<file path="src/qbsd_pkg.sv">
`default_nettype none

package qbsd_pkg;

    // Block geometry
    localparam int unsigned BLOCK_VALUES = 32;
    localparam int unsigned WT_BYTES     = BLOCK_VALUES / 2;
    localparam int unsigned LANES        = 4;
    localparam int unsigned LANE_BYTES   = WT_BYTES / LANES;
    localparam int unsigned LANE_BITS    = 8 * LANE_BYTES;

    // Input tdata layout
    localparam int unsigned WT_LSB     = 0;
    localparam int unsigned WT_BITS    = 8 * WT_BYTES;
    localparam int unsigned ACT_LSB    = WT_LSB + WT_BITS;
    localparam int unsigned ACT_BITS   = 8 * BLOCK_VALUES;
    localparam int unsigned HALF_ACT   = ACT_BITS / 2;
    localparam int unsigned SCALE_LSB  = ACT_LSB + ACT_BITS;
    localparam int unsigned HALF_W     = 16;
    localparam int unsigned IN_TDATA_W = SCALE_LSB + HALF_W;

    // Datapath widths
    localparam int unsigned LANE_W = 15;   // 8 terms, |term| <= 1024
    localparam int unsigned DOT_W  = 17;   // 32 terms, range -32512..32768
    localparam int unsigned MAG_W  = 16;
    localparam int unsigned EXP_W  = 5;
    localparam int unsigned MAN_W  = 10;
    localparam int unsigned SIG_W  = MAN_W + 1;
    localparam int unsigned PROD_W = MAG_W + SIG_W;
    localparam int unsigned ACC_W  = 64;
    localparam int unsigned CFG_W  = 32;
    localparam int unsigned OUT_TDATA_W = ACC_W;

    // Constants
    localparam logic signed [4:0]   NIB_OFFSET  = 5'sd8;
    localparam logic [EXP_W-1:0]    EXP_SPECIAL = 5'h1F;
    localparam logic [CFG_W-1:0]    SCALE_RESET = 32'h0100_0000;
    localparam logic [ACC_W-1:0]    S64_MAX     = 64'h7FFF_FFFF_FFFF_FFFF;
    localparam logic [ACC_W-1:0]    S64_MIN     = 64'h8000_0000_0000_0000;

    typedef logic signed [LANE_W-1:0] lane_sum_t;

    // Per-block control carried down the front pipeline
    typedef struct packed {
        logic valid;
        logic last;
        logic fault;
    } qbsd_ctl_t;

    // Finished row handed from the accumulator to the finishing pipeline
    typedef struct packed {
        logic push;
        logic fault;
    } qbsd_row_t;

endpackage

`default_nettype wire

</file>
<file path="src/qbsd_lane.sv">
`default_nettype none

module qbsd_lane (
    input  logic                            clk,
    input  logic                            en,
    input  logic [qbsd_pkg::LANE_BITS-1:0]  wts,      // weight bytes of this lane
    input  logic [qbsd_pkg::LANE_BITS-1:0]  acts_lo,  // activations for low nibbles
    input  logic [qbsd_pkg::LANE_BITS-1:0]  acts_hi,  // activations for high nibbles
    output qbsd_pkg::lane_sum_t             sum
);
    import qbsd_pkg::*;

    lane_sum_t sum_next;
    lane_sum_t sum_reg;

    // Partial dot over this lane's bytes, both nibbles
    always_comb
    begin
        logic signed [4:0]  nlo;
        logic signed [4:0]  nhi;
        logic signed [7:0]  alo;
        logic signed [7:0]  ahi;
        logic signed [12:0] plo;
        logic signed [12:0] phi;
        sum_next = '0;
        for (int i = 0; i < LANE_BYTES; i++)
        begin
            nlo = signed'({1'b0, wts[8*i +: 4]}) - NIB_OFFSET;
            nhi = signed'({1'b0, wts[8*i+4 +: 4]}) - NIB_OFFSET;
            alo = signed'(acts_lo[8*i +: 8]);
            ahi = signed'(acts_hi[8*i +: 8]);
            plo = nlo * alo;
            phi = nhi * ahi;
            sum_next = sum_next + LANE_W'(plo) + LANE_W'(phi);
        end
    end

    always_ff @(posedge clk)
    begin
        if (en)
        begin
            sum_reg <= sum_next;
        end
    end

    assign sum = sum_reg;

endmodule

`default_nettype wire

</file>
<file path="config.mk">
export PLATFORM = sky130hd
export DESIGN_NAME = qbsd_lane
export DESIGN_NICKNAME = d
export VERILOG_FILES = /design/src/qbsd_pkg.sv /design/src/qbsd_lane.sv
export SDC_FILE = /design/constraint.sdc
export NUM_CORES = 1
export LEC_CHECK = 0
export BUFFER_PORTS_ARGS = -buffer_cell sky130_fd_sc_hd__buf_2
export CORE_ASPECT_RATIO = 0.75
export CORE_MARGIN = 2
export CORE_UTILIZATION = 35
export DETAILED_ROUTE_END_ITERATION = 10
export PLACE_DENSITY = 0.52
export SLEW_MARGIN = 5
export SYNTH_ARGS = -nofsm -noshare
export SYNTH_HDL_FRONTEND = slang
export SYNTH_SLANG_ARGS = --single-unit
</file>
<file path="constraint.sdc">
create_clock -name clk -period 10.41 [get_ports clk]
set_input_delay 0.5205 -clock clk [delete_from_list [all_inputs] [get_ports clk]]
set_output_delay 0.5205 -clock clk [all_outputs]
set_load 0.02 [all_outputs]
</file>
==> summary.txt <==
Place
  – Post-DP HPWL: ~29000 um
  – Port Buffers: 112
  – Dpl ws: between 3000 and 4000 ps
  – RD Place Congestion: around 0.87

Route
  – Routed Antenna Nets: 0
  – Top sig layer: met4
  – Routed vias: 8299
  – Routed WL per cell: 15.5 um
  – Met3 WL: about 800 um
  – Met2 Routed Length: approximately 15000 um
  – First-pass DRT Iterations: 4
  – Via/cell ratio: between 4 and 5
  – M1 wire length: between 10000 and 15000 um
  – WL final: between 30000 and 40000 um
  – # DRC: 0
  – Iteration-0 DRC Markers: between 200 and 250

Timing
  – Fmax: roughly 140 MHz
  – Ratio of final minimum period to clock period: 0.683
  – Slew @ Worst Pin: about 450 ps
  – Final Hold Fails: 0
  – Setup TNS Final: 0 ps
  – Minimum clock period: ~7100 ps
  – Final setup viols: 0
  – Final setup margin: around 3300 ps
  – Final Max Slew Viols: 0
  – Slew margin rel.: 0.700
  – RSZ-0062 raised after global routing: no

Critical path
  – Critical Path Source Type: input port
  – CP bufs+invs: 7
  – Slowest-stage cell, CP: fa_1
  – Crit path largest cell delay: between 500 and 600 ps
  – Crit path top cell by count: fa_1
  – Critical path's top delay family: adder cells
  – CP max FO: 13
  – Worst EP arrival: approximately 7100 ps
  – Crit path kind: in -> reg
  – CP Cell Sequence: buf_2 -> inv_1 -> nand2_1 -> fa_1 -> inv_1 -> fa_1 -> inv_1 -> fa_1 -> inv_1 -> fa_1 -> inv_1 -> fa_1 -> inv_1 -> fa_1 -> fa_1 -> fa_1 -> fa_1 -> ha_1 -> nand4_1 -> o2bb2ai_1 -> nor3_1 -> o21ai_0 -> xnor2_1
  – Worst Path Required: between 10000 and 15000 ps
  – CP Capture Type: register

Run status
  – Status: finished clean

Final layout
  – Max FFs per register: 15
  – Final Util: 0.390
  – Filler Cells Inserted: ~3800
  – Share of cells above drive strength 1: 0.102
  – Area delta synth->final: 9.28%
  – Diodes inserted: 0
  – Post-layout net count: between 2000 and 2500

CTS
  – H-tree levels: 1
  – Hold-fix buffers at CTS: 0
  – Post-CTS Resized: 0
  – Max Root-Sink Buffers: 2
  – Clk Tree Root Cell: clkbuf_16
  – Number of clock sinks: 15
  – Clk slew on worst S/H paths: approximately 60 ps
  – TritonCTS buffer count: 3
  – Setup repair bufs after CTS: 0
  – CTS tree: built

Die
  – Die Ht: 173 um
  – Initial core utilization: 0.357
  – Row count: about 60
  – Core area: ~37000 sq um
  – Die width: about 230 um
  – Die ar.: 39700 sq um
  – # IOs: roughly 110

Synthesis
  – Mapped Avg Cell Area: 10.0 sq um
  – FF+latch count, synth: 15
  – Ys flop type: edfxtp_1
  – Sequential fraction of the synthesis area: 0.0338
  – Top post-synthesis cells by count: 416 x inv_1, 395 x fa_1, 108 x and2_1, 99 x nand2_1, 88 x ha_1
  – Most common cell in the netlist: inv_1
  – Synthesized cell area: between 10000 and 15000 sq um
  – Post-synth EDFFs: 15
  – Leading area contributor after synthesis: fa_1
  – Yosys warns: 0
  – Syn_nets: roughly 1900
  – Synth top area share: 0.593
  – Share of flip-flops with an asynchronous set or reset: 0
  – Dominant cells by area after synthesis: fa_1 59%, inv_1 12%, ha_1 8.3%
  – Number of library cell types mapped by synthesis: 30
  – Gate Count Post-Synth: about 1300

Global routing
  – Vias in the first global route: roughly 9400
  – Overflow after GRT: 0
  – Initial antenna violation count: 0
  – GRT Total Usage: 0.162
  – First-pass GRT wire length: approximately 50000 um
  – Pin count of the biggest net entering global routing: 18

Run
  – Max-Cap Viols: 0

Worst hold path
  – Worst hold path class: in -> reg
## final cells by class
cell class,instances,area (sq um),area share
Clock inverter,1,5.00,0.000344
Multi-Input combinational cell,889,11300,0.775
Clock buffer,3,75.1,0.00515
Inverter,416,1560,0.107
Timing Repair Buffer,112,561,0.0385
Tap cell,504,631,0.0433
Sequential cell,15,450,0.0309
## stage by stage
stage,hold WS [ps],std cells,instance area (sq um)
after floorplan,633,1329,13300
after global placement,965,1936,14500
after detailed placement,969,1936,14500
after CTS,721,1940,14600
after global routing,727,1940,14600
final,715,1940,14600
## cells in the final DEF, fill, tap and decap left out, types with 28 or more instances in the layout
cell | netlist | routed
and2_1 | 108 | 108
nor2_1 | 45 | 45
or2_2 | 28 | 28
ha_1 | 88 | 88
inv_1 | 416 | 416
nand2_1 | 99 | 99
nor2b_1 | 42 | 42
buf_2 | 0 | 112
fa_1 | 395 | 395
xnor2_1 | 29 | 29
## logic make-up (layout without fill, tap and decap cells)
family / count (synthesis) / count (layout) / share of synthesized area
compound gates: 24 / 24 / 0.0114
xor+xnor: 37 / 37 / 0.0243
fa+ha+maj: 484 / 484 / 0.677
buf+inv: 425 / 532 / 0.120
flops: 15 / 15 / 0.0338
simple gates: 344 / 344 / 0.134
## worst paths after layout
| kind | from | endpoint | slack (ps) | cells past startpoint |
|---|---|---|---|---|
| max | wts[3] | sum[14]$_DFFE_PP_ | 3300 | 23 |
| min | en | sum[12]$_DFFE_PP_ | 710 | 1 |
## routing by layer
layer	track usage	vias to the layer above
li1	-	3925
met1	0.240	4272
met4	0.00785	0
met5	0	-
met2	0.273	95
met3	0.0132	7
Power is left out: the tool's default activity adds up to more than one toggle a clock period on the data nets, which glitch-free logic cannot reach.
