File: src/qbsd_pkg.sv
`default_nettype none

package qbsd_pkg;

    // Block geometry
    localparam int unsigned BLOCK_VALUES = 32;
    localparam int unsigned WT_BYTES     = BLOCK_VALUES / 2;
    localparam int unsigned LANES        = 4;
    localparam int unsigned LANE_BYTES   = WT_BYTES / LANES;
    localparam int unsigned LANE_BITS    = 8 * LANE_BYTES;

    // Input tdata layout
    localparam int unsigned WT_LSB     = 0;
    localparam int unsigned WT_BITS    = 8 * WT_BYTES;
    localparam int unsigned ACT_LSB    = WT_LSB + WT_BITS;
    localparam int unsigned ACT_BITS   = 8 * BLOCK_VALUES;
    localparam int unsigned HALF_ACT   = ACT_BITS / 2;
    localparam int unsigned SCALE_LSB  = ACT_LSB + ACT_BITS;
    localparam int unsigned HALF_W     = 16;
    localparam int unsigned IN_TDATA_W = SCALE_LSB + HALF_W;

    // Datapath widths
    localparam int unsigned LANE_W = 15;   // 8 terms, |term| <= 1024
    localparam int unsigned DOT_W  = 17;   // 32 terms, range -32512..32768
    localparam int unsigned MAG_W  = 16;
    localparam int unsigned EXP_W  = 5;
    localparam int unsigned MAN_W  = 10;
    localparam int unsigned SIG_W  = MAN_W + 1;
    localparam int unsigned PROD_W = MAG_W + SIG_W;
    localparam int unsigned ACC_W  = 64;
    localparam int unsigned CFG_W  = 32;
    localparam int unsigned OUT_TDATA_W = ACC_W;

    // Constants
    localparam logic signed [4:0]   NIB_OFFSET  = 5'sd8;
    localparam logic [EXP_W-1:0]    EXP_SPECIAL = 5'h1F;
    localparam logic [CFG_W-1:0]    SCALE_RESET = 32'h0100_0000;
    localparam logic [ACC_W-1:0]    S64_MAX     = 64'h7FFF_FFFF_FFFF_FFFF;
    localparam logic [ACC_W-1:0]    S64_MIN     = 64'h8000_0000_0000_0000;

    typedef logic signed [LANE_W-1:0] lane_sum_t;

    // Per-block control carried down the front pipeline
    typedef struct packed {
        logic valid;
        logic last;
        logic fault;
    } qbsd_ctl_t;

    // Finished row handed from the accumulator to the finishing pipeline
    typedef struct packed {
        logic push;
        logic fault;
    } qbsd_row_t;

endpackage

`default_nettype wire

File: src/qbsd_block_prod.sv
`default_nettype none

module qbsd_block_prod (
    input  logic                          clk,
    input  logic                          rst_n,
    input  logic                          en,
    input  logic                          in_valid,
    input  logic                          in_last,
    input  logic [qbsd_pkg::HALF_W-1:0]   in_scale,
    input  qbsd_pkg::lane_sum_t           lane_sum [qbsd_pkg::LANES],
    output qbsd_pkg::qbsd_ctl_t           out_ctl,
    output logic [qbsd_pkg::ACC_W-1:0]    addend
);
    import qbsd_pkg::*;

    // Stage 1: control and scale, in step with the lane registers
    qbsd_ctl_t          p1_ctl_reg;
    logic [HALF_W-1:0]  p1_scale_reg;

    // Stage 2: merged dot magnitude and decoded scale
    qbsd_ctl_t          p2_ctl_reg,  p2_ctl_next;
    logic [MAG_W-1:0]   p2_mag_reg,  p2_mag_next;
    logic               p2_neg_reg,  p2_neg_next;
    logic [EXP_W-1:0]   p2_exp_reg;
    logic [MAN_W-1:0]   p2_man_reg;

    // Stage 3: integer product and shift amount
    qbsd_ctl_t          p3_ctl_reg;
    logic [PROD_W-1:0]  p3_prod_reg, p3_prod_next;
    logic [EXP_W-1:0]   p3_sh_reg,   p3_sh_next;
    logic               p3_neg_reg;

    // Stage 4: signed fixed-point addend
    qbsd_ctl_t          p4_ctl_reg;
    logic [ACC_W-1:0]   p4_add_reg,  p4_add_next;

    // Merge lanes, take magnitude, decode half-precision fields
    always_comb
    begin
        logic signed [DOT_W-1:0] dot;
        dot = '0;
        for (int j = 0; j < LANES; j++)
        begin
            dot = dot + DOT_W'(lane_sum[j]);
        end
        p2_neg_next       = dot[DOT_W-1] ^ p1_scale_reg[HALF_W-1];
        p2_mag_next       = dot[DOT_W-1] ? MAG_W'(-dot) : MAG_W'(dot);
        p2_ctl_next       = p1_ctl_reg;
        p2_ctl_next.fault = (p1_scale_reg[MAN_W +: EXP_W] == EXP_SPECIAL);
    end

    // Magnitude times significand; Inf/NaN blocks contribute nothing
    always_comb
    begin
        logic [SIG_W-1:0] sig;
        sig = {(p2_exp_reg != '0), p2_man_reg};
        p3_prod_next = {{(PROD_W-MAG_W){1'b0}}, p2_mag_reg}
                     * {{(PROD_W-SIG_W){1'b0}}, sig};
        if (p2_ctl_reg.fault)
        begin
            p3_prod_next = '0;
        end
        p3_sh_next = (p2_exp_reg == '0) ? '0 : p2_exp_reg - EXP_W'(1);
    end

    // Align to 24 fraction bits and apply sign
    always_comb
    begin
        logic [ACC_W-1:0] mag;
        mag = {{(ACC_W-PROD_W){1'b0}}, p3_prod_reg} << p3_sh_reg;
        p4_add_next = p3_neg_reg ? (~mag + ACC_W'(1)) : mag;
    end

    // Control registers
    always_ff @(posedge clk or negedge rst_n)
    begin
        if (!rst_n)
        begin
            p1_ctl_reg <= '0;
            p2_ctl_reg <= '0;
            p3_ctl_reg <= '0;
            p4_ctl_reg <= '0;
        end
        else if (en)
        begin
            p1_ctl_reg <= '{valid: in_valid, last: in_last, fault: 1'b0};
            p2_ctl_reg <= p2_ctl_next;
            p3_ctl_reg <= p2_ctl_reg;
            p4_ctl_reg <= p3_ctl_reg;
        end
    end

    // Payload registers
    always_ff @(posedge clk)
    begin
        if (en)
        begin
            p1_scale_reg <= in_scale;
            p2_mag_reg   <= p2_mag_next;
            p2_neg_reg   <= p2_neg_next;
            p2_exp_reg   <= p1_scale_reg[MAN_W +: EXP_W];
            p2_man_reg   <= p1_scale_reg[MAN_W-1:0];
            p3_prod_reg  <= p3_prod_next;
            p3_sh_reg    <= p3_sh_next;
            p3_neg_reg   <= p2_neg_reg;
            p4_add_reg   <= p4_add_next;
        end
    end

    assign out_ctl = p4_ctl_reg;
    assign addend  = p4_add_reg;

endmodule

`default_nettype wire

File: config.mk
export PLATFORM = sky130hd
export DESIGN_NAME = qbsd_block_prod
export DESIGN_NICKNAME = d
export VERILOG_FILES = /design/src/qbsd_pkg.sv /design/src/qbsd_block_prod.sv
export SDC_FILE = /design/constraint.sdc
export NUM_CORES = 1
export LEC_CHECK = 0
export ABC_AREA = 1
export BUFFER_PORTS_ARGS = -buffer_cell sky130_fd_sc_hd__buf_2
export CAP_MARGIN = 0
export CORE_ASPECT_RATIO = 0.75
export CORE_UTILIZATION = 66
export CTS_BUF_LIST = sky130_fd_sc_hd__clkbuf_16
export DETAILED_ROUTE_END_ITERATION = 7
export PLACE_DENSITY = 0.87
export SKIP_LAST_GASP = 1
export SYNTH_ARGS = -nofsm -noshare
export SYNTH_HDL_FRONTEND = slang
export SYNTH_SLANG_ARGS = --single-unit
File: constraint.sdc
create_clock -name clk -period 8.3 [get_ports clk]
set_input_delay 0.415 -clock clk [delete_from_list [all_inputs] [get_ports clk]]
set_output_delay 0.415 -clock clk [all_outputs]
set_load 0.005 [all_outputs]
==> qor.yml <==
grt.total_usage: 0.356
syn_avg_cell_area_sq_um: 7.70
clk_latency_ns: 0.45
die_w_microns: 188
worstMarginPinSlew_ns: 1.00
io_buffers: 147
yosys_warnings: 0
cts_tree: "built"
max_slew_margin: 0.332
fin_skew_ns: 0.0141
antenna_found_initial: 0
numClockSinks: 156
htree_num_levels: 4
num_antenna_cells: 0
grt_pass1_vias: 15000
r2r.worst_path.cells: 23
finalSetupTns_ns: 0
drv_cap: 0
finalNetCount: 2626
cts_resized: 0
synthCells: 2218
cp.required_ns: 8.60
fillCellCount: 1919
ys_seq_elements: 156
ios: 148
yosys.area.top_type: "edfxtp_1"
synth_seq_area_share: 0.271
syn_nets: 2540
fmax_mhz: 157
hp-class: "input port to register"
synthDistinctLibCells: 48
crit_path_end_kind: "register"
postCtsSetupBuffers: 0
synthTopCellsByArea: "edfxtp_1, fa_1, nand2_1"
min_delay_worst_endpoint: "p1_scale_reg[12]"
die-area_sq_um: 26500
via_count: 15500
synthToLayoutAreaGrowth_pct: 8.28
min_path_cells: 1
largest_reg_flops: 64
setup_viol: 0
wl_per_cell_microns: 17.3
cp_data_arrival_time_ns: 6.65
multi_input_area_sq_um: 10700
overflow: 0
initial_core_util: 0.678
synth_top_area_share: 0.255
synthesis.area_sq_um: 17100
status: "finished, final reports clean"
core_sq_um: 25200
wirelength_mm: 45.9
dp_hpwl_mm: 35.8
numCtsBuffers: 17
crit_type: "register to register"
timing.rr.start: "p2_exp_reg[0]"
fin_crit_ns: 6.36
r2r_slack_ns: 1.94
remaining_drc_errors: 0
min_from: "in_scale[12]"
regArea_sq_um: 4630
dr.pass1.iters: 6
gp_congestion: 0.969
row_count: 50
viasPerCell: 5.83
first_iter_violations: 1844
fp.dieH_microns: 141
cts_hold_buffers: 1
r2r-end: "p3_prod_reg[26]"
rsz0062_at_grt: "false"
clock-root-buffer: "clkbuf_16"
period_share: 0.766
cts.reportedPaths.clkPinSlew_ns: 0.07
ant_nets: 0
worst-path-max-fanout: 15
critPathLaunchType: "register"
clock_path_buffers: 2
slew_viol_final: 0
grt_pass1_wl_mm: 74.3
grt_max_degree: 111
drive_gt1_frac: 0.125
finalHoldViolations: 0
cell families after synthesis:
family,count (synthesis),synth area share
AOI/OAI and AO/OA,149,0.0476
xor gates and xnor gates,48,0.0246
adders and majority gates,241,0.245
buffers and inverters,437,0.101
DFF,156,0.271
muxes,1,0.000659
and+or+nand+nor,1186,0.311
cell usage after synthesis, drive strengths merged:
cell    instances
o21a            4
or2             5
dfrtp          11
ha             85
nor3           11
mux2            1
nand3         290
a21o            3
a31o            2
edfxtp        145
o211ai          3
a31oi           3
inv           347
nand3b          7
o21ai          54
xnor2          11
xor2           37
nand4          22
o22ai           1
o311ai          1
a21boi          2
fa            156
nor4            3
o21bai          4
clkbuf         51
nor2          169
nand2         678
a221oi          1
a21oi          71
and2            1
buf            39
cell usage in the layout, fill, tap and decap left out, types with 5 or more instances in the layout:
cell type,n
nand2_1,652
inv_1,338
nand3_1,248
fa_1,156
nor2_1,152
buf_2,146
edfxtp_1,145
ha_1,85
a21oi_1,71
o21ai_0,49
nand3_2,41
xor2_1,37
nand2_2,24
nand4_1,21
clkbuf_16,17
nor2_2,12
nor3_1,11
xnor2_1,11
dfrtp_1,11
buf_4,9
inv_2,8
nand3b_1,7
inv_6,5
final cells by class:
type / count / area share
clock buffer: 17 / 0.0230
clock inverter: 15 / 0.00879
inverter: 347 / 0.0705
multi-input combinational: 1625 / 0.580
sequential: 156 / 0.250
tap: 338 / 0.0229
timing repair buffer: 157 / 0.0443
how the worst max path moves through the flow:
stage / start / to / slack [ns] / depth (start not counted)
after floorplan: p2_exp_reg[0] / p3_prod_reg[21] / 2.70 / 24
after global placement: p2_exp_reg[0] / p3_prod_reg[21] / 2.35 / 23
after detailed placement: p2_exp_reg[0] / p3_prod_reg[26] / 2.11 / 23
after CTS: p2_exp_reg[0] / p3_prod_reg[26] / 2.03 / 23
after global routing: p2_exp_reg[0] / p3_prod_reg[21] / 1.55 / 23
final: p2_exp_reg[0] / p3_prod_reg[26] / 1.94 / 23
worst max-delay path, stage by stage (launching register included):
cell and delay, ns:
edfxtp_1 0.42, inv_1 0.11, ha_1 0.15, nand3_1 0.22, inv_1 0.52, nor2_1 0.13
fa_1 0.56, inv_1 0.06, fa_1 0.50, fa_1 0.55, inv_1 0.05, fa_1 0.52
inv_1 0.05, fa_1 0.53, inv_1 0.04, ha_1 0.33, nand2_1 0.13, nor4_1 0.41
nand4_1 0.17, nand3_1 0.26, nand4_1 0.12, nand3_1 0.11, o21ai_0 0.09, a21oi_1 0.15
through the flow:
step                instances  hold slack [ns]   util  setup slack [ns]  area (sq um)
detailed placement       2622            0.291  0.710              2.11         17900
CTS                      2655            0.132  0.734              2.03         18500
global placement         2622            0.288  0.710              2.35         17900
global route             2655            0.126  0.734              1.55         18500
floorplan                2218            0.119      -              2.70         17100
finish                   2655            0.139  0.734              1.94         18500
layer usage:
metal,global-route usage,wire length [microns],vias up
li1,-,-,7192
met1,0.520,20100,7400
met2,0.538,20000,826
met3,0.0846,5130,69
met4,0.0864,683,0
met5,0,0,-
Power is not shown: default switching activity piles up to over one toggle a cycle in this logic, so the estimate is an artifact.
