`config.mk`:
```
export PLATFORM = sky130hd
export DESIGN_NAME = qbsd_accum
export DESIGN_NICKNAME = d
export VERILOG_FILES = /design/src/qbsd_pkg.sv /design/src/qbsd_accum.sv
export SDC_FILE = /design/constraint.sdc
export NUM_CORES = 1
export LEC_CHECK = 0
export BUFFER_PORTS_ARGS = -buffer_cell sky130_fd_sc_hd__buf_2
export CAP_MARGIN = 20
export CORE_UTILIZATION = 62
export DETAILED_ROUTE_END_ITERATION = 12
export PLACE_DENSITY = 0.91
export SLEW_MARGIN = 30
export SYNTH_ARGS = -nofsm -noshare
export SYNTH_HDL_FRONTEND = slang
export SYNTH_SLANG_ARGS = --single-unit
```
`constraint.sdc`:
```
create_clock -name clk -period 6.89 [get_ports clk]
set_input_delay 0.689 -clock clk [delete_from_list [all_inputs] [get_ports clk]]
set_output_delay 0.689 -clock clk [all_outputs]
set_load 0.005 [all_outputs]
```
`src/qbsd_pkg.sv`:
```
`default_nettype none

package qbsd_pkg;

    // Block geometry
    localparam int unsigned BLOCK_VALUES = 32;
    localparam int unsigned WT_BYTES     = BLOCK_VALUES / 2;
    localparam int unsigned LANES        = 4;
    localparam int unsigned LANE_BYTES   = WT_BYTES / LANES;
    localparam int unsigned LANE_BITS    = 8 * LANE_BYTES;

    // Input tdata layout
    localparam int unsigned WT_LSB     = 0;
    localparam int unsigned WT_BITS    = 8 * WT_BYTES;
    localparam int unsigned ACT_LSB    = WT_LSB + WT_BITS;
    localparam int unsigned ACT_BITS   = 8 * BLOCK_VALUES;
    localparam int unsigned HALF_ACT   = ACT_BITS / 2;
    localparam int unsigned SCALE_LSB  = ACT_LSB + ACT_BITS;
    localparam int unsigned HALF_W     = 16;
    localparam int unsigned IN_TDATA_W = SCALE_LSB + HALF_W;

    // Datapath widths
    localparam int unsigned LANE_W = 15;   // 8 terms, |term| <= 1024
    localparam int unsigned DOT_W  = 17;   // 32 terms, range -32512..32768
    localparam int unsigned MAG_W  = 16;
    localparam int unsigned EXP_W  = 5;
    localparam int unsigned MAN_W  = 10;
    localparam int unsigned SIG_W  = MAN_W + 1;
    localparam int unsigned PROD_W = MAG_W + SIG_W;
    localparam int unsigned ACC_W  = 64;
    localparam int unsigned CFG_W  = 32;
    localparam int unsigned OUT_TDATA_W = ACC_W;

    // Constants
    localparam logic signed [4:0]   NIB_OFFSET  = 5'sd8;
    localparam logic [EXP_W-1:0]    EXP_SPECIAL = 5'h1F;
    localparam logic [CFG_W-1:0]    SCALE_RESET = 32'h0100_0000;
    localparam logic [ACC_W-1:0]    S64_MAX     = 64'h7FFF_FFFF_FFFF_FFFF;
    localparam logic [ACC_W-1:0]    S64_MIN     = 64'h8000_0000_0000_0000;

    typedef logic signed [LANE_W-1:0] lane_sum_t;

    // Per-block control carried down the front pipeline
    typedef struct packed {
        logic valid;
        logic last;
        logic fault;
    } qbsd_ctl_t;

    // Finished row handed from the accumulator to the finishing pipeline
    typedef struct packed {
        logic push;
        logic fault;
    } qbsd_row_t;

endpackage

`default_nettype wire

```
`src/qbsd_accum.sv`:
```
`default_nettype none

module qbsd_accum (
    input  logic                        clk,
    input  logic                        rst_n,
    input  logic                        en,
    input  qbsd_pkg::qbsd_ctl_t         in_ctl,
    input  logic [qbsd_pkg::ACC_W-1:0]  addend,
    output qbsd_pkg::qbsd_row_t         row,
    output logic [qbsd_pkg::ACC_W-1:0]  row_sum
);
    import qbsd_pkg::*;

    logic [ACC_W-1:0] running_sum_reg, running_sum_next;
    logic             scale_fault_reg, scale_fault_next;
    logic [ACC_W-1:0] sat_sum;
    logic             take;

    assign take = en && in_ctl.valid;

    // Saturating add of the block product
    always_comb
    begin
        logic [ACC_W-1:0] raw;
        raw = running_sum_reg + addend;
        if ((running_sum_reg[ACC_W-1] == addend[ACC_W-1])
            && (raw[ACC_W-1] != running_sum_reg[ACC_W-1]))
        begin
            sat_sum = running_sum_reg[ACC_W-1] ? S64_MIN : S64_MAX;
        end
        else
        begin
            sat_sum = raw;
        end
    end

    // Update, or hand the row off and clear on the last block
    always_comb
    begin
        running_sum_next = running_sum_reg;
        scale_fault_next = scale_fault_reg;
        if (take)
        begin
            if (in_ctl.last)
            begin
                running_sum_next = '0;
                scale_fault_next = 1'b0;
            end
            else
            begin
                running_sum_next = sat_sum;
                scale_fault_next = scale_fault_reg | in_ctl.fault;
            end
        end
    end

    always_ff @(posedge clk or negedge rst_n)
    begin
        if (!rst_n)
        begin
            running_sum_reg <= '0;
            scale_fault_reg <= 1'b0;
        end
        else
        begin
            running_sum_reg <= running_sum_next;
            scale_fault_reg <= scale_fault_next;
        end
    end

    assign row.push  = take && in_ctl.last;
    assign row.fault = scale_fault_reg | in_ctl.fault;
    assign row_sum   = sat_sum;

endmodule

`default_nettype wire

```
==> results.cfg, run 1 <==
[run_status]
status = completed

[routing]
vias = 7474
totalWireLength_mm = 21.29
first_pass_iters = 5
drc = 0
routed_via_density = 6.545
ant_nets = 0
wl_per_cell_um = 18.65
drtIter0Drc = 610

[power]
powerDensity_nw_per_um2 = 539.5
p_leak_nw = 3.809
irDropWorstVdd_mv = 0.3379

[sta]
rsz0062_at_grt = no
tns_ps = 0
fmax_mhz = 216.0
hold_viol = 0
slew_headroom = 0.4596
fin_crit_ps = 4630
fin_crit_sh = 0.6720
tightest_slew_ps = 810.6
finalSetupViolations = 0
finClkSkew_ps = 13.34
slew_violations = 0

[final_layout]
n_fill_cell = 854
fin_area_sq_um = 7993
largest_reg_flops = 64
antenna_cells = 0
final_layout_size_suffix_gt1_frac = 0.2056
final_cells = 1142
area_delta_synth_final_pct = 13.24
final_util = 0.7277
nets = 1131

[cts]
cts-root-buf = clkbuf_16
cts-buffers-inserted = 9
htreeDepth = 3
cts_repair_resize_count = 0
post_cts_buffers = 0
ctsLongestPathBuffers = 2
clock_sinks = 65
clk_latency_ps = 340
clk_pin_slew_worst_paths_ps = 60
cts_tree = built
hold_buffers = 0

[synthesis]
synth_most_common_cell = a21oi_1
synth_area_per_cell_sq_um = 7.860
async_reset_ff_frac = 1.000
synth_area_leaders = dfrtp_1 (23%), ha_1 (11%), a21oi_1 (8.7%)
ys.flop_type = dfrtp_1
ys_seq_elements = 65
ys_types = 70
synth_nets = 1032
synth_top_area_share = 0.2305
yosysWarnings = 0
synth-seq-area-share = 0.2305
syn_inst = 898
synth_area_sq_um = 7058
yosysTopAreaCell = dfrtp_1
synth_edf_count = 0
synth_common_cells = a21oi_1 (122), nand2_1 (96), o21ai_0 (76), dfrtp_1 (65), ha_1 (63)

[critical_path]
r2r_cells = 11
path_class = in -> out
critPathCapture = row_sum[3]
crit_fanout = 49
worstSetupStartpointType = input port
cp-startpoint = addend[10]
end_kind = output port
rrSetupSlack_ps = 3190
crit_chain = buf_2 -> ha_1 -> a21oi_1 -> o21ai_1 -> a211o_1 -> a211oi_2 -> a2111o_1 -> a21o_1 -> and3_4 -> o21ai_0 -> buf_2
r2r_end = running_sum_reg[55]$_DFFE_PN0P_
cp_slowest_cell = and3_4
rr_startpoint = running_sum_reg[10]$_DFFE_PN0P_
crit_family = compound AO/OA/AOI/OAI gates
cp.depth = 11
crit_arrival_ps = 3940
crit_required_ps = 6200
crit_buf_inv = 2
max_stage_delay_ps = 760
crit_path_frequent_cell = buf_2

[floorplan]
fp.dieH_um = 108.7
start_util = 0.6426
die_x_um = 108.7
die_area_sq_um = 11810
fp.coreArea_sq_um = 10980
fp-row-count = 38
io_pins = 136

[placed_design]
placed_cell_area_sq_um = 7661
hpwl_mm = 15.32
dp_cells = 1125
portBuffers = 135
place_congestion = 0.9525

[global_route]
first_global_vias = 7129
grt.total_usage = 0.3650
grt_max_degree = 72
antenna_found_initial = 0
grt_pass1_wl_mm = 33.75
gr-total-overflow = 0

[flow_run]
cap_violations = 0

[worst_hold_path]
hold_path_class = in -> async
cell usage in the layout (no fill, tap or decap), types with 4 or more instances in the layout:
| cell | count |
|---|---|
| inv_1 | 30 |
| dfrtp_1 | 65 |
| and4_1 | 4 |
| a21o_1 | 34 |
| and3_1 | 4 |
| a31oi_1 | 8 |
| ha_1 | 63 |
| nor3_1 | 7 |
| o211ai_1 | 5 |
| o31ai_1 | 5 |
| a22o_1 | 37 |
| o21ai_1 | 8 |
| nand4_1 | 25 |
| o21a_1 | 8 |
| o21bai_1 | 8 |
| or2_2 | 4 |
| xnor2_1 | 38 |
| a21oi_1 | 122 |
| buf_2 | 135 |
| xor2_1 | 18 |
| o21ai_2 | 27 |
| nand3_1 | 19 |
| nand2b_1 | 4 |
| nor2_1 | 45 |
| and2_1 | 7 |
| clkbuf_16 | 9 |
| a211oi_1 | 7 |
| or3_1 | 9 |
| nand2_1 | 95 |
| nor2b_1 | 4 |
| o21ai_0 | 76 |
| o2111ai_1 | 5 |
per-stage QoR:
step	hold slack (ps)	total power, W	setup slack, ps
final	343.2	0.004312	2260
after global routing	392.2	0.004622	2049
after CTS	482.4	0.004236	2236
after detailed placement	471.0	0.003716	2235
after global placement	460.6	0.003659	2326
after floorplan	393.4	0.002836	3112
cells by family (layout without fill, tap and decap cells):
| group | Yosys count | after routing | share of synthesized area |
|---|---|---|---|
| XOR/XNOR | 56 | 56 | 0.06949 |
| buffers and inverters | 82 | 186 | 0.05549 |
| AO/OA/AOI/OAI | 382 | 382 | 0.3569 |
| multiplexers | 2 | 2 | 0.002836 |
| adder cells (fa/ha/maj) | 64 | 64 | 0.1145 |
| AND/OR/NAND/NOR | 247 | 247 | 0.1704 |
| flip-flops | 65 | 65 | 0.2305 |
where the power goes:
group | leakage (nW) | switching (W) | internal (W)
logic | 2.81 | 0.00187 | 0.00129
registers | 0.848 | 0.000111 | 0.000551
clock network | 0.153 | 0.000179 | 0.000310
layer usage:
layer | track usage | wire (um)
met3 | 0.05798 | 1637
met4 | 0.1699 | 854
met2 | 0.6135 | 9897
met5 | 0 | 0
met1 | 0.4583 | 8903
worst reg2reg max path, stage by stage, from the launching register on:
cell       delay (ps)
dfrtp_1           380
ha_1              370
a21oi_1           220
o21ai_1           120
a211o_1           320
a211oi_2          310
a2111o_1          230
a21o_1            270
and3_4            760
nor2_2            300
o2111ai_1         190
nand3_1           100
worst min path at each step:
| stage | slack (ps) | endpoint |
|---|---|---|
| 6_report | 340 | running_sum_reg[30]$_DFFE_PN0P_ |
| 5_1_grt | 390 | running_sum_reg[30]$_DFFE_PN0P_ |
| 4_1_cts | 480 | running_sum_reg[42]$_DFFE_PN0P_ |
| 3_5_place_dp | 470 | running_sum_reg[42]$_DFFE_PN0P_ |
| 3_3_place_gp | 460 | running_sum_reg[58]$_DFFE_PN0P_ |
| 2_1_floorplan | 390 | running_sum_reg[0]$_DFFE_PN0P_ |
area by class of cell:
cell class / instances / area, sq um / area share
Clock inverter: 2 / 35.03 / 0.004383
Timing Repair Buffer: 139 / 718.2 / 0.08986
Sequential cell: 65 / 1627 / 0.2035
Inverter: 31 / 116.4 / 0.01456
Multi-Input combinational cell: 751 / 5047 / 0.6315
Clock buffer: 14 / 274.0 / 0.03428
Tap cell: 140 / 175.2 / 0.02192
No activity file was read; power rests on OpenSTA's default activity.
==> inputs of run 2 (changes only) <==
--- a/config.mk
+++ b/config.mk
@@ -7,9 +7,9 @@
 export LEC_CHECK = 0
 export BUFFER_PORTS_ARGS = -buffer_cell sky130_fd_sc_hd__buf_2
 export CAP_MARGIN = 20
-export CORE_UTILIZATION = 62
+export CORE_UTILIZATION = 57
 export DETAILED_ROUTE_END_ITERATION = 12
-export PLACE_DENSITY = 0.91
+export PLACE_DENSITY = 0.85
 export SLEW_MARGIN = 30
 export SYNTH_ARGS = -nofsm -noshare
 export SYNTH_HDL_FRONTEND = slang
==> constraint.sdc (replaced) <==
create_clock -name clk -period 4.7 [get_ports clk]
set_input_delay 0.47 -clock clk [delete_from_list [all_inputs] [get_ports clk]]
set_output_delay 0.47 -clock clk [all_outputs]
set_load 0.005 [all_outputs]
==> run 2 against run 1 <==
Net effect:
- first-iteration DRC count down 0.82%
- hold slack worse by 220 ps
- non-clock buffer count up 3
- via count about the same
- flip-flop and latch count unchanged
- largest cell class unchanged
- highest routed layer unchanged
==> results.cfg, run 2 (synthesis results as in run 1) <==
[routing]
routed_via_density = 6.367
drc = 0
wl_per_cell_um = 18.11
vias = 7468
first_pass_iters = 6
drtIter0Drc = 605
totalWireLength_mm = 21.24
ant_nets = 0

[flow_run]
cap_violations = 0

[global_route]
grt_max_degree = 54
grt_pass1_wl_mm = 34.33
gr-total-overflow = 0
grt.total_usage = 0.3391
antenna_found_initial = 0
first_global_vias = 6943

[critical_path]
cp_slowest_cell = and3_4
crit_fanout = 42
path_class = reg -> out
crit_arrival_ps = 3780
crit_buf_inv = 1
crit_family = compound AO/OA/AOI/OAI gates
crit_required_ps = 4230
end_kind = output port
max_stage_delay_ps = 720
worstSetupStartpointType = flip-flop
crit_chain = ha_1 -> a21oi_1 -> o21ai_1 -> a211o_1 -> a211oi_2 -> a2111o_1 -> a21o_1 -> and3_4 -> o21ai_0 -> buf_2

[placed_design]
dp_cells = 1157
hpwl_mm = 15.70
portBuffers = 135
placed_cell_area_sq_um = 7726
place_congestion = 0.9711

[worst_hold_path]
hold_path_class = in -> async

[cts]
clk_pin_slew_worst_paths_ps = 60
post_cts_buffers = 0
cts_tree = built
cts_repair_resize_count = 0
htreeDepth = 3
clock_sinks = 65
hold_buffers = 0
ctsLongestPathBuffers = 2
cts-root-buf = clkbuf_16
cts-buffers-inserted = 9
clk_latency_ps = 360

[power]
irDropWorstVdd_mv = 0.4026
powerDensity_nw_per_um2 = 783.4
p_leak_nw = 3.819

[final_layout]
largest_reg_flops = 64
fin_area_sq_um = 8038
final_cells = 1173
nets = 1134
n_fill_cell = 1071
antenna_cells = 0
final_util = 0.6664
area_delta_synth_final_pct = 13.88
mostFrequentLayoutCells = buf_2 (135), a21oi_1 (122), nand2_1 (95)
layout_commonest_cell = buf_2
final_layout_size_suffix_gt1_frac = 0.2080

[sta]
tns_ps = 0
slew_headroom = 0.4904
fin_crit_sh = 0.9038
slew_violations = 0
fin_crit_ps = 4248
fmax_mhz = 235.4
rsz0062_at_grt = no
finalSetupViolations = 0
finClkSkew_ps = 9.290
whs_ps = 123.5
hold_viol = 0
tightest_slew_ps = 764.3

[run_status]
status = completed

[floorplan]
fp.coreArea_sq_um = 12060
start_util = 0.5852
die_x_um = 113.3
fp.dieH_um = 113.3
fp-row-count = 40
die_area_sq_um = 12830
io_pins = 136
==> run 2: changes by cell type in the layout (fill, tap and decap cells not counted) <==
cell	delta
buf_12	-1
buf_4	+4
bufinv_16	+1
clkbuf_1	-1
clkbuf_8	-3
clkinv_2	+2
clkinvlp_4	+1
nor2_1	+1
nor2_2	-1
==> run 2: path summary, 6_finish.rpt <==
check	from	to	slack, ps	cells after the start
max in group asynchronous	rst_n	running_sum_reg[63]$_DFFE_PN0P_	3600	2
max reg2reg	running_sum_reg[35]$_DFFE_PN0P_	running_sum_reg[36]$_DFFE_PN0P_	830	12
min in group clk	in_ctl[2]	running_sum_reg[44]$_DFFE_PN0P_	470	2
min reg2reg	running_sum_reg[38]$_DFFE_PN0P_	running_sum_reg[38]$_DFFE_PN0P_	470	2
min	rst_n	running_sum_reg[20]$_DFFE_PN0P_	120	1
max	running_sum_reg[10]$_DFFE_PN0P_	row_sum[3]	450	10
==> run 2: routing by layer <==
| layer | share of wire | global-route usage | vias up |
|---|---|---|---|
| met5 | 0 | 0 | - |
| met4 | 0.036 | 0.1553 | 0 |
| met3 | 0.076 | 0.07177 | 58 |
| met2 | 0.46 | 0.5411 | 350 |
| met1 | 0.43 | 0.4405 | 3519 |
| li1 | - | - | 3541 |
==> run 2: metrics by stage <==
stage	worst slack (ps)	total power (W)
2_1_floorplan	1360	0.004157
3_3_place_gp	698.2	0.005367
3_5_place_dp	691.9	0.005439
4_1_cts	467.2	0.006211
5_1_grt	216.6	0.006780
6_report	452.3	0.006297
==> run 2: cell type report <==
cell class / instances / area, sq um / share of cell area
Clock buffer: 10 / 229.0 / 0.02849
Timing Repair Buffer: 142 / 728.2 / 0.09060
Clock inverter: 6 / 82.58 / 0.01027
Tap cell: 168 / 210.2 / 0.02615
Sequential cell: 65 / 1627 / 0.2024
Inverter: 31 / 116.4 / 0.01448
Multi-Input combinational cell: 751 / 5045 / 0.6276
==> run 2: power by group <==
group / switching (W) / internal [W] / total [W]
sequential: 0.000163 / 0.000808 / 0.000972
clock: 0.000273 / 0.000461 / 0.000734
combinational: 0.00269 / 0.00190 / 0.00459
